### src/rtl/core/cpct_pkg.sv
// ----------------------------------------------------------------------------
// Collider pair contact tracker package
// Shared types and constants: the input and result words, the hand-off from
// the overlap engine to the contact bitmap, and the event codes.
// ----------------------------------------------------------------------------
package cpct_pkg;

  localparam int ID_W        = 5;
  localparam int ID_RANGE    = 2 ** ID_W;
  localparam int MAX_IDS_DEF = 32;

  localparam int COORD_W = 16;
  localparam int AXIS_W  = 20;
  localparam int MAG_W   = 18;
  localparam int PROD_W  = 2 * MAG_W;
  localparam int ACC_W   = PROD_W + 1;

  localparam logic [1:0] EV_NONE  = 2'd0;
  localparam logic [1:0] EV_ENTER = 2'd1;
  localparam logic [1:0] EV_STAY  = 2'd2;
  localparam logic [1:0] EV_EXIT  = 2'd3;

  typedef struct packed {
    logic [ID_W-1:0]           first_id;
    logic [ID_W-1:0]           second_id;
    logic                      first_kind;
    logic signed [COORD_W-1:0] first_x;
    logic signed [COORD_W-1:0] first_y;
    logic [COORD_W-1:0]        first_w;
    logic [COORD_W-1:0]        first_h;
    logic                      second_kind;
    logic signed [COORD_W-1:0] second_x;
    logic signed [COORD_W-1:0] second_y;
    logic [COORD_W-1:0]        second_w;
    logic [COORD_W-1:0]        second_h;
  } item_t;

  typedef struct packed {
    logic [1:0] event_code;
    logic       overlapping;
  } result_t;

  typedef struct packed {
    logic valid;
    logic hit;
  } fin_t;

  typedef struct packed {
    logic [MAG_W-1:0] mag;
    logic             overlap;
  } axis_t;

endpackage

### src/rtl/core/collider_pair_contact_tracker.sv
// ----------------------------------------------------------------------------
// Collider pair contact tracker
// Tests one collider pair per word (rectangle or circle on each side) and
// reports none, enter, stay or exit against a per-pair contact bitmap.
// ----------------------------------------------------------------------------
// Usage:
// A word on item is taken at a rising edge where start is high and busy is
// low. busy then stays high while the overlap engine runs: two passes of
// the axis distance unit, then three passes of the shared 18 by 18
// squaring multiplier (x distance, y distance, radius sum).
// The result word appears on result for exactly one cycle, marked by done,
// registered from the last squaring pass. A new word can be taken in
// that same cycle, but not while busy is high, so words do not overlap.
// The receiver cannot stall, so done is never held.
// Reset clears the sequencer and the valid bit of every bitmap row, so all
// pairs start with no contact; no clearing pass is needed and the block can
// take a word in the first cycle after reset.
// ----------------------------------------------------------------------------
module collider_pair_contact_tracker import cpct_pkg::*; #(
  parameter int MAX_IDS = MAX_IDS_DEF
) (
  input  logic    clk,
  input  logic    rst,
  input  logic    start,
  output logic    busy,
  input  item_t   item,
  output logic    done,
  output result_t result
);

  fin_t fin;
  logic accept;

  assign accept = start && !busy;

  cpct_engine u_engine (
    .clk   (clk),
    .rst   (rst),
    .start (start),
    .item  (item),
    .busy  (busy),
    .fin   (fin)
  );

  cpct_flags #(
    .MAX_IDS (MAX_IDS)
  ) u_flags (
    .clk       (clk),
    .rst       (rst),
    .accept    (accept),
    .first_id  (item.first_id),
    .second_id (item.second_id),
    .fin       (fin),
    .done      (done),
    .result    (result)
  );

`ifndef ASSERT_OFF
  a_done_after_busy: assert property (@(posedge clk) disable iff (rst)
    done |-> $past(busy))
    else $error("Result strobe without a word in flight.");

  a_done_idle: assert property (@(posedge clk) disable iff (rst)
    done |-> !busy)
    else $error("Result strobe while the engine is still busy.");

  a_accept_busy: assert property (@(posedge clk) disable iff (rst)
    accept |=> busy)
    else $error("Engine did not start on an accepted word.");

  a_event_matches: assert property (@(posedge clk) disable iff (rst)
    done |-> (result.overlapping ==
              ((result.event_code == EV_ENTER) || (result.event_code == EV_STAY))))
    else $error("Event code disagrees with the overlap flag.");
`endif

endmodule

### src/rtl/core/cpct_axis.sv
// ----------------------------------------------------------------------------
// Axis distance unit
// Works out the absolute center distance on one axis at doubled scale, or,
// for a circle against a rectangle, the distance from the circle center to
// the rectangle's clamped span. Also gives the strict rectangle overlap test.
// ----------------------------------------------------------------------------
module cpct_axis import cpct_pkg::*; (
  input  logic signed [COORD_W-1:0] pos_a,
  input  logic [COORD_W-1:0]        ext_a,
  input  logic signed [COORD_W-1:0] pos_b,
  input  logic [COORD_W-1:0]        ext_b,
  input  logic                      mixed,
  output axis_t                     res
);

  logic signed [AXIS_W-1:0] ca;
  logic signed [AXIS_W-1:0] lo;
  logic signed [AXIS_W-1:0] hi;
  logic signed [AXIS_W-1:0] cb;
  logic signed [AXIS_W-1:0] d;
  logic signed [AXIS_W-1:0] d_abs;

  always_comb begin
    ca = (AXIS_W'(pos_a) <<< 1) + signed'(AXIS_W'(ext_a));
    lo = AXIS_W'(pos_b) <<< 1;
    hi = lo + (signed'(AXIS_W'(ext_b)) <<< 1);
    cb = lo + signed'(AXIS_W'(ext_b));
    priority if (!mixed) begin
      d = ca - cb;
    end else if (ca < lo) begin
      d = ca - lo;
    end else if (ca > hi) begin
      d = ca - hi;
    end else begin
      d = '0;
    end
    d_abs = d[AXIS_W-1] ? -d : d;
    res.mag = d_abs[MAG_W-1:0];
    res.overlap = res.mag < (MAG_W'(ext_a) + MAG_W'(ext_b));
  end

endmodule

### src/rtl/core/cpct_engine.sv
// ----------------------------------------------------------------------------
// Overlap engine
// A small sequencer that runs the axis unit twice and one shared squaring
// multiplier three times to decide whether the two shapes of a word overlap.
// ----------------------------------------------------------------------------
module cpct_engine import cpct_pkg::*; (
  input  logic  clk,
  input  logic  rst,
  input  logic  start,
  input  item_t item,
  output logic  busy,
  output fin_t  fin
);

  localparam logic [2:0] ST_IDLE = 3'd0;
  localparam logic [2:0] ST_AX   = 3'd1;
  localparam logic [2:0] ST_AY   = 3'd2;
  localparam logic [2:0] ST_SQY  = 3'd3;
  localparam logic [2:0] ST_SQR  = 3'd4;

  logic [2:0]       state;
  item_t            cur;
  logic [MAG_W-1:0] mag;
  logic [ACC_W-1:0] acc;
  logic             rect_ok;

  logic                      swap;
  logic                      mixed;
  logic                      both_rect;
  logic                      s0_kind;
  logic                      s1_kind;
  logic signed [COORD_W-1:0] s0_x;
  logic signed [COORD_W-1:0] s0_y;
  logic [COORD_W-1:0]        s0_w;
  logic [COORD_W-1:0]        s0_h;
  logic signed [COORD_W-1:0] s1_x;
  logic signed [COORD_W-1:0] s1_y;
  logic [COORD_W-1:0]        s1_w;
  logic [COORD_W-1:0]        s1_h;
  logic signed [COORD_W-1:0] pos_a;
  logic [COORD_W-1:0]        ext_a;
  logic signed [COORD_W-1:0] pos_b;
  logic [COORD_W-1:0]        ext_b;
  logic [MAG_W-1:0]          radius;
  logic [PROD_W-1:0]         prod;
  axis_t                     axis_res;
  logic                      accept;

  assign accept    = start && (state == ST_IDLE);
  assign busy      = (state != ST_IDLE);
  assign swap      = !cur.first_kind && cur.second_kind;
  assign mixed     = cur.first_kind != cur.second_kind;
  assign both_rect = !cur.first_kind && !cur.second_kind;

  always_comb begin
    s0_kind = swap ? cur.second_kind : cur.first_kind;
    s0_x    = swap ? cur.second_x    : cur.first_x;
    s0_y    = swap ? cur.second_y    : cur.first_y;
    s0_w    = swap ? cur.second_w    : cur.first_w;
    s0_h    = swap ? cur.second_h    : cur.first_h;
    s1_kind = swap ? cur.first_kind  : cur.second_kind;
    s1_x    = swap ? cur.first_x     : cur.second_x;
    s1_y    = swap ? cur.first_y     : cur.second_y;
    s1_w    = swap ? cur.first_w     : cur.second_w;
    s1_h    = swap ? cur.first_h     : cur.second_h;
    if (state == ST_AY) begin
      pos_a = s0_y;
      ext_a = s0_kind ? s0_w : s0_h;
      pos_b = s1_y;
      ext_b = s1_kind ? s1_w : s1_h;
    end else begin
      pos_a = s0_x;
      ext_a = s0_w;
      pos_b = s1_x;
      ext_b = s1_w;
    end
    radius = mixed ? MAG_W'(s0_w) : MAG_W'(s0_w) + MAG_W'(s1_w);
  end

  cpct_axis u_axis (
    .pos_a (pos_a),
    .ext_a (ext_a),
    .pos_b (pos_b),
    .ext_b (ext_b),
    .mixed (mixed),
    .res   (axis_res)
  );

  assign prod = mag * mag;

  always_ff @(posedge clk) begin
    if (rst) begin
      state <= ST_IDLE;
    end else begin
      unique case (state)
        ST_IDLE: if (accept) state <= ST_AX;
        ST_AX:   state <= ST_AY;
        ST_AY:   state <= ST_SQY;
        ST_SQY:  state <= ST_SQR;
        ST_SQR:  state <= ST_IDLE;
        default: state <= ST_IDLE;
      endcase
    end
  end

  always_ff @(posedge clk) begin
    if (accept) begin
      cur <= item;
    end
    unique case (state)
      ST_AX: begin
        mag     <= axis_res.mag;
        rect_ok <= axis_res.overlap;
      end
      ST_AY: begin
        acc     <= ACC_W'(prod);
        mag     <= axis_res.mag;
        rect_ok <= rect_ok && axis_res.overlap;
      end
      ST_SQY: begin
        acc <= acc + ACC_W'(prod);
        mag <= radius;
      end
      default: begin
      end
    endcase
  end

  assign fin.valid = (state == ST_SQR);
  assign fin.hit   = both_rect ? rect_ok : (acc <= ACC_W'(prod));

endmodule

### src/rtl/core/cpct_flags.sv
// ----------------------------------------------------------------------------
// Contact bitmap
// One row of contact bits per first ID, held in a memory with a valid bit per
// row. The row is read when a word is taken and written back with the new
// contact bit once the overlap result is known; the event is derived here.
// ----------------------------------------------------------------------------
module cpct_flags import cpct_pkg::*; #(
  parameter int MAX_IDS = MAX_IDS_DEF
) (
  input  logic            clk,
  input  logic            rst,
  input  logic            accept,
  input  logic [ID_W-1:0] first_id,
  input  logic [ID_W-1:0] second_id,
  input  fin_t            fin,
  output logic            done,
  output result_t         result
);

  localparam int IDW = (MAX_IDS > 1) ? $clog2(MAX_IDS) : 1;

  logic [IDW-1:0]     id_map [ID_RANGE];
  logic [MAX_IDS-1:0] mem [MAX_IDS];
  logic [MAX_IDS-1:0] row_valid;
  logic [MAX_IDS-1:0] rdata;
  logic [IDW-1:0]     row_sel;
  logic [IDW-1:0]     col_sel;
  logic [MAX_IDS-1:0] cur_row;
  logic [MAX_IDS-1:0] new_row;
  logic               old_bit;
  logic [1:0]         ev;

  for (genvar g = 0; g < ID_RANGE; g++) begin : g_id_map
    assign id_map[g] = IDW'(g % MAX_IDS);
  end

  always_comb begin
    cur_row = row_valid[row_sel] ? rdata : '0;
    old_bit = cur_row[col_sel];
    new_row = cur_row;
    new_row[col_sel] = fin.hit;
    if (fin.hit) begin
      ev = old_bit ? EV_STAY : EV_ENTER;
    end else begin
      ev = old_bit ? EV_EXIT : EV_NONE;
    end
  end

  always_ff @(posedge clk) begin
    if (accept) begin
      rdata   <= mem[id_map[first_id]];
      row_sel <= id_map[first_id];
      col_sel <= id_map[second_id];
    end
    if (fin.valid) begin
      mem[row_sel]       <= new_row;
      result.event_code  <= ev;
      result.overlapping <= fin.hit;
    end
  end

  always_ff @(posedge clk) begin
    if (rst) begin
      row_valid <= '0;
      done      <= 1'b0;
    end else begin
      done <= fin.valid;
      if (fin.valid) begin
        row_valid[row_sel] <= 1'b1;
      end
    end
  end

endmodule
### config.mk
export PLATFORM = sky130hd
export DESIGN_NAME = collider_pair_contact_tracker
export DESIGN_NICKNAME = d
export VERILOG_FILES = /design/src/rtl/core/cpct_pkg.sv /design/src/rtl/core/collider_pair_contact_tracker.sv /design/src/rtl/core/cpct_axis.sv /design/src/rtl/core/cpct_engine.sv /design/src/rtl/core/cpct_flags.sv
export SDC_FILE = /design/constraint.sdc
export NUM_CORES = 2
export LEC_CHECK = 0
export ABC_AREA = 1
export BUFFER_PORTS_ARGS = -buffer_cell sky130_fd_sc_hd__buf_4
export CORE_MARGIN = 5
export CORE_UTILIZATION = 45
export DETAILED_ROUTE_END_ITERATION = 12
export PLACE_DENSITY = 0.63
export SYNTH_ARGS = -nofsm -noshare
export SYNTH_HDL_FRONTEND = slang
export SYNTH_SLANG_ARGS = --single-unit
### constraint.sdc
create_clock -name clk -period 20.1 [get_ports clk]
set_clock_uncertainty 0.2 [all_clocks]
set_input_delay 4.02 -clock clk [delete_from_list [all_inputs] [get_ports clk]]
set_output_delay 4.02 -clock clk [all_outputs]
set_load 0.005 [all_outputs]
==> impl_metrics.env <==
export IMPL_grt_max_degree=195
export IMPL_fin_crit_ns=10.94
export IMPL_row_count=144
export IMPL_syn_avg_cell_area_sq_um=10.6
export IMPL_drv_cap=0
export IMPL_cts_buffers=131
export IMPL_track_usage_pct=24.2
export IMPL_synthCells=6604
export IMPL_fillers=13778
export IMPL_syn_cell_area_sq_um=69800
export IMPL_ys_ff_latch=1291
export IMPL_dieArea_sq_um=163000
export IMPL_fmax_ghz=0.0914
export IMPL_fin_nets=7347
export IMPL_critPathRequiredTime_ns=20.29
export IMPL_grt_pass1_vias=48428
export IMPL_path_clk_slew_ns=0.06
export IMPL_fin_crit_sh_pct=54.4
export IMPL_slowest_stage="a21oi_2"
export IMPL_initial_core_util_pct=45.3
export IMPL_syn_nets=7305
export IMPL_layout_commonest_cell="edfxtp_1"
export IMPL_clk_latency_ns=0.77
export IMPL_worstPathMaxFanout=32
export IMPL_report_final_slew_viol_count=0
export IMPL_worst_slew_pin_slew_ns=1.39
export IMPL_area_delta_synth_final_pct=10.9
export IMPL_gp_congestion=0.891
export IMPL_hpwl_microns=121000
export IMPL_drc=0
export IMPL_drtPass1Iterations=6
export IMPL_yosysSeqAreaShare_pct=55.0
export IMPL_antenna_found_initial=3
export IMPL_drt_wl_total_microns=202000
export IMPL_ys_types=62
export IMPL_cts_max_path_buffers=3
export IMPL_wl_per_cell_microns=23.0
export IMPL_die_y_microns=404
export IMPL_synth_edff_count=1255
export IMPL_drive_above_1_share_pct=7.94
export IMPL_port_buffers=147
export IMPL_drt_initial_drc_count=5643
export IMPL_slew_headroom_pct=7.48
export IMPL_synth_ff_type="edfxtp_1"
export IMPL_critPathTopFamily="adder cells"
export IMPL_viasPerCell=5.74
export IMPL_io_pins=148
export IMPL_arrival_ns=11.12
export IMPL_status="completed"
export IMPL_grt_overflow=0
export IMPL_r2r_setup_slack_ns=9.16
export IMPL_worstSetupPathType="reg2reg"
export IMPL_cts_hold_buf=0
export IMPL_crit_buf_inv=10
export IMPL_cts_num_sinks=1291
export IMPL_synth_warnings=0
export IMPL_postCtsSetupBuffers=0
export IMPL_regArea_sq_um=38400
export IMPL_cts_resized=0
export IMPL_core_area_sq_um=154000
export IMPL_multi_input_area_sq_um=27600
export IMPL_critPathMaxStageDelay_ns=0.89
export IMPL_end_kind="register"
export IMPL_htree_levels=4
export IMPL_hold_viol=0
export IMPL_dieWidth_microns=404
export IMPL_hp_class="reg2reg"
export IMPL_rsz0062_at_grt="false"
export IMPL_finalSetupViolCount=0
export IMPL_grt_pass1_wl_microns=301000
export IMPL_layout_common_cells="1255 x edfxtp_1, 877 x nor2_1, 767 x o21ai_0"
export IMPL_ant_nets=0
export IMPL_crit_top_cell="inv_1"
export IMPL_start_kind="register"
export IMPL_vias=50508
export IMPL_cts_tree="done"
export IMPL_synthArstFlopShare_pct=0
export IMPL_tns_ns=0
export IMPL_root_buffer="clkbuf_16"
[per-stage QoR]
stage	utilization (%)	instance area [sq um]	cells	worst slack, ns	hold slack (ns)
finish	50.2	77400	8793	9.16	0.277
global route	50.2	77400	8793	8.36	0.291
CTS	50.2	77400	8792	9.16	0.274
detailed placement	47.5	73300	8557	9.23	0.260
global placement	47.5	73300	8557	9.39	0.250
floorplan	-	69800	6604	8.06	0.241
[flip-flops by register name, summed over array words and instances, names as in the netlist]
name               cells
u_engine.acc          37
u_engine.cur         130
u_engine.mag          18
u_engine.rect_ok       1
u_engine.state         3
u_flags.col_sel        5
u_flags.done           1
u_flags.mem         1024
u_flags.rdata         32
u_flags.result         3
u_flags.row_sel        5
u_flags.row_valid     32
[worst reg2reg max path, delay by kind of cell, from the launching register on]
kind | cells | cell delay, ns
XOR/XNOR | 1 | 0.27
flip-flops | 1 | 0.74
AO/OA/AOI/OAI | 12 | 2.85
AND/OR/NAND/NOR | 9 | 1.48
adder cells (fa/ha/maj) | 8 | 3.74
buffers and inverters | 10 | 1.27
[final timing paths]
kind                              start                     to  cells after the start
hold reg to reg   u_flags.row_valid[10]  u_flags.row_valid[10]                      2
setup / recovery        u_engine.mag[5]    u_flags.mem[30][28]                     40
hold / removal    u_flags.row_valid[10]  u_flags.row_valid[10]                      2
setup reg to reg        u_engine.mag[5]    u_flags.mem[30][28]                     40
[cell type report]
class	instances	share of cell area [%]
Antenna cell	1	0.00323
Multi-Input combinational cell	4218	35.6
Sequential cell	1291	49.6
Tap cell	2044	3.30
Clock inverter	67	0.894
Clock buffer	168	4.45
Timing Repair Buffer	236	2.34
Inverter	768	3.75
[routing by layer]
layer / GRT usage [%] / vias to the layer above / share of wire, %
met4: 7.20 / 0 / 3.0
li1: - / 23109 / -
met2: 39.8 / 2153 / 47
met3: 3.61 / 383 / 8.1
met5: 0 / - / 0
met1: 33.7 / 24863 / 42
[logic make-up (layout without fill, tap and decap cells)]
logic type                 Yosys count  in the layout  share of synthesized area [%]
xor gates and xnor gates           143            143                           1.81
adders and majority gates          558            558                           12.6
AOI/OAI and AO/OA                 1539           1539                           13.0
buffers and inverters             1095           1239                           5.93
muxes                               19             19                          0.272
other                                0              1                              0
DFF                               1291           1291                           55.0
and+or+nand+nor                   1959           1959                           11.4
[cells in the mapped netlist (16+ instances only)]
library cell / n / area (sq um)
a211oi_1: 16 / 120
a21oi_1: 240 / 1200
a22oi_1: 17 / 128
a31oi_1: 67 / 419
a32oi_1: 26 / 228
buf_1: 22 / 82.6
clkbuf_1: 293 / 1100
dfxtp_1: 36 / 721
edfxtp_1: 1255 / 37700
fa_1: 237 / 4740
ha_1: 321 / 4020
inv_1: 756 / 2840
mux2i_1: 19 / 190
nand2_1: 749 / 2810
nand2_2: 17 / 106
nand3_1: 173 / 866
nand4_1: 27 / 169
nor2_1: 911 / 3420
nor3_1: 22 / 110
o211ai_1: 27 / 203
o21ai_0: 785 / 3930
o21ai_1: 21 / 105
o21bai_1: 25 / 188
o221ai_1: 197 / 1730
o22ai_1: 84 / 526
or2_2: 21 / 131
xnor2_1: 48 / 420
xor2_1: 94 / 823
Power is left out: the tool's default activity adds up to more than one toggle a clock period on the data nets, which glitch-free logic cannot reach.
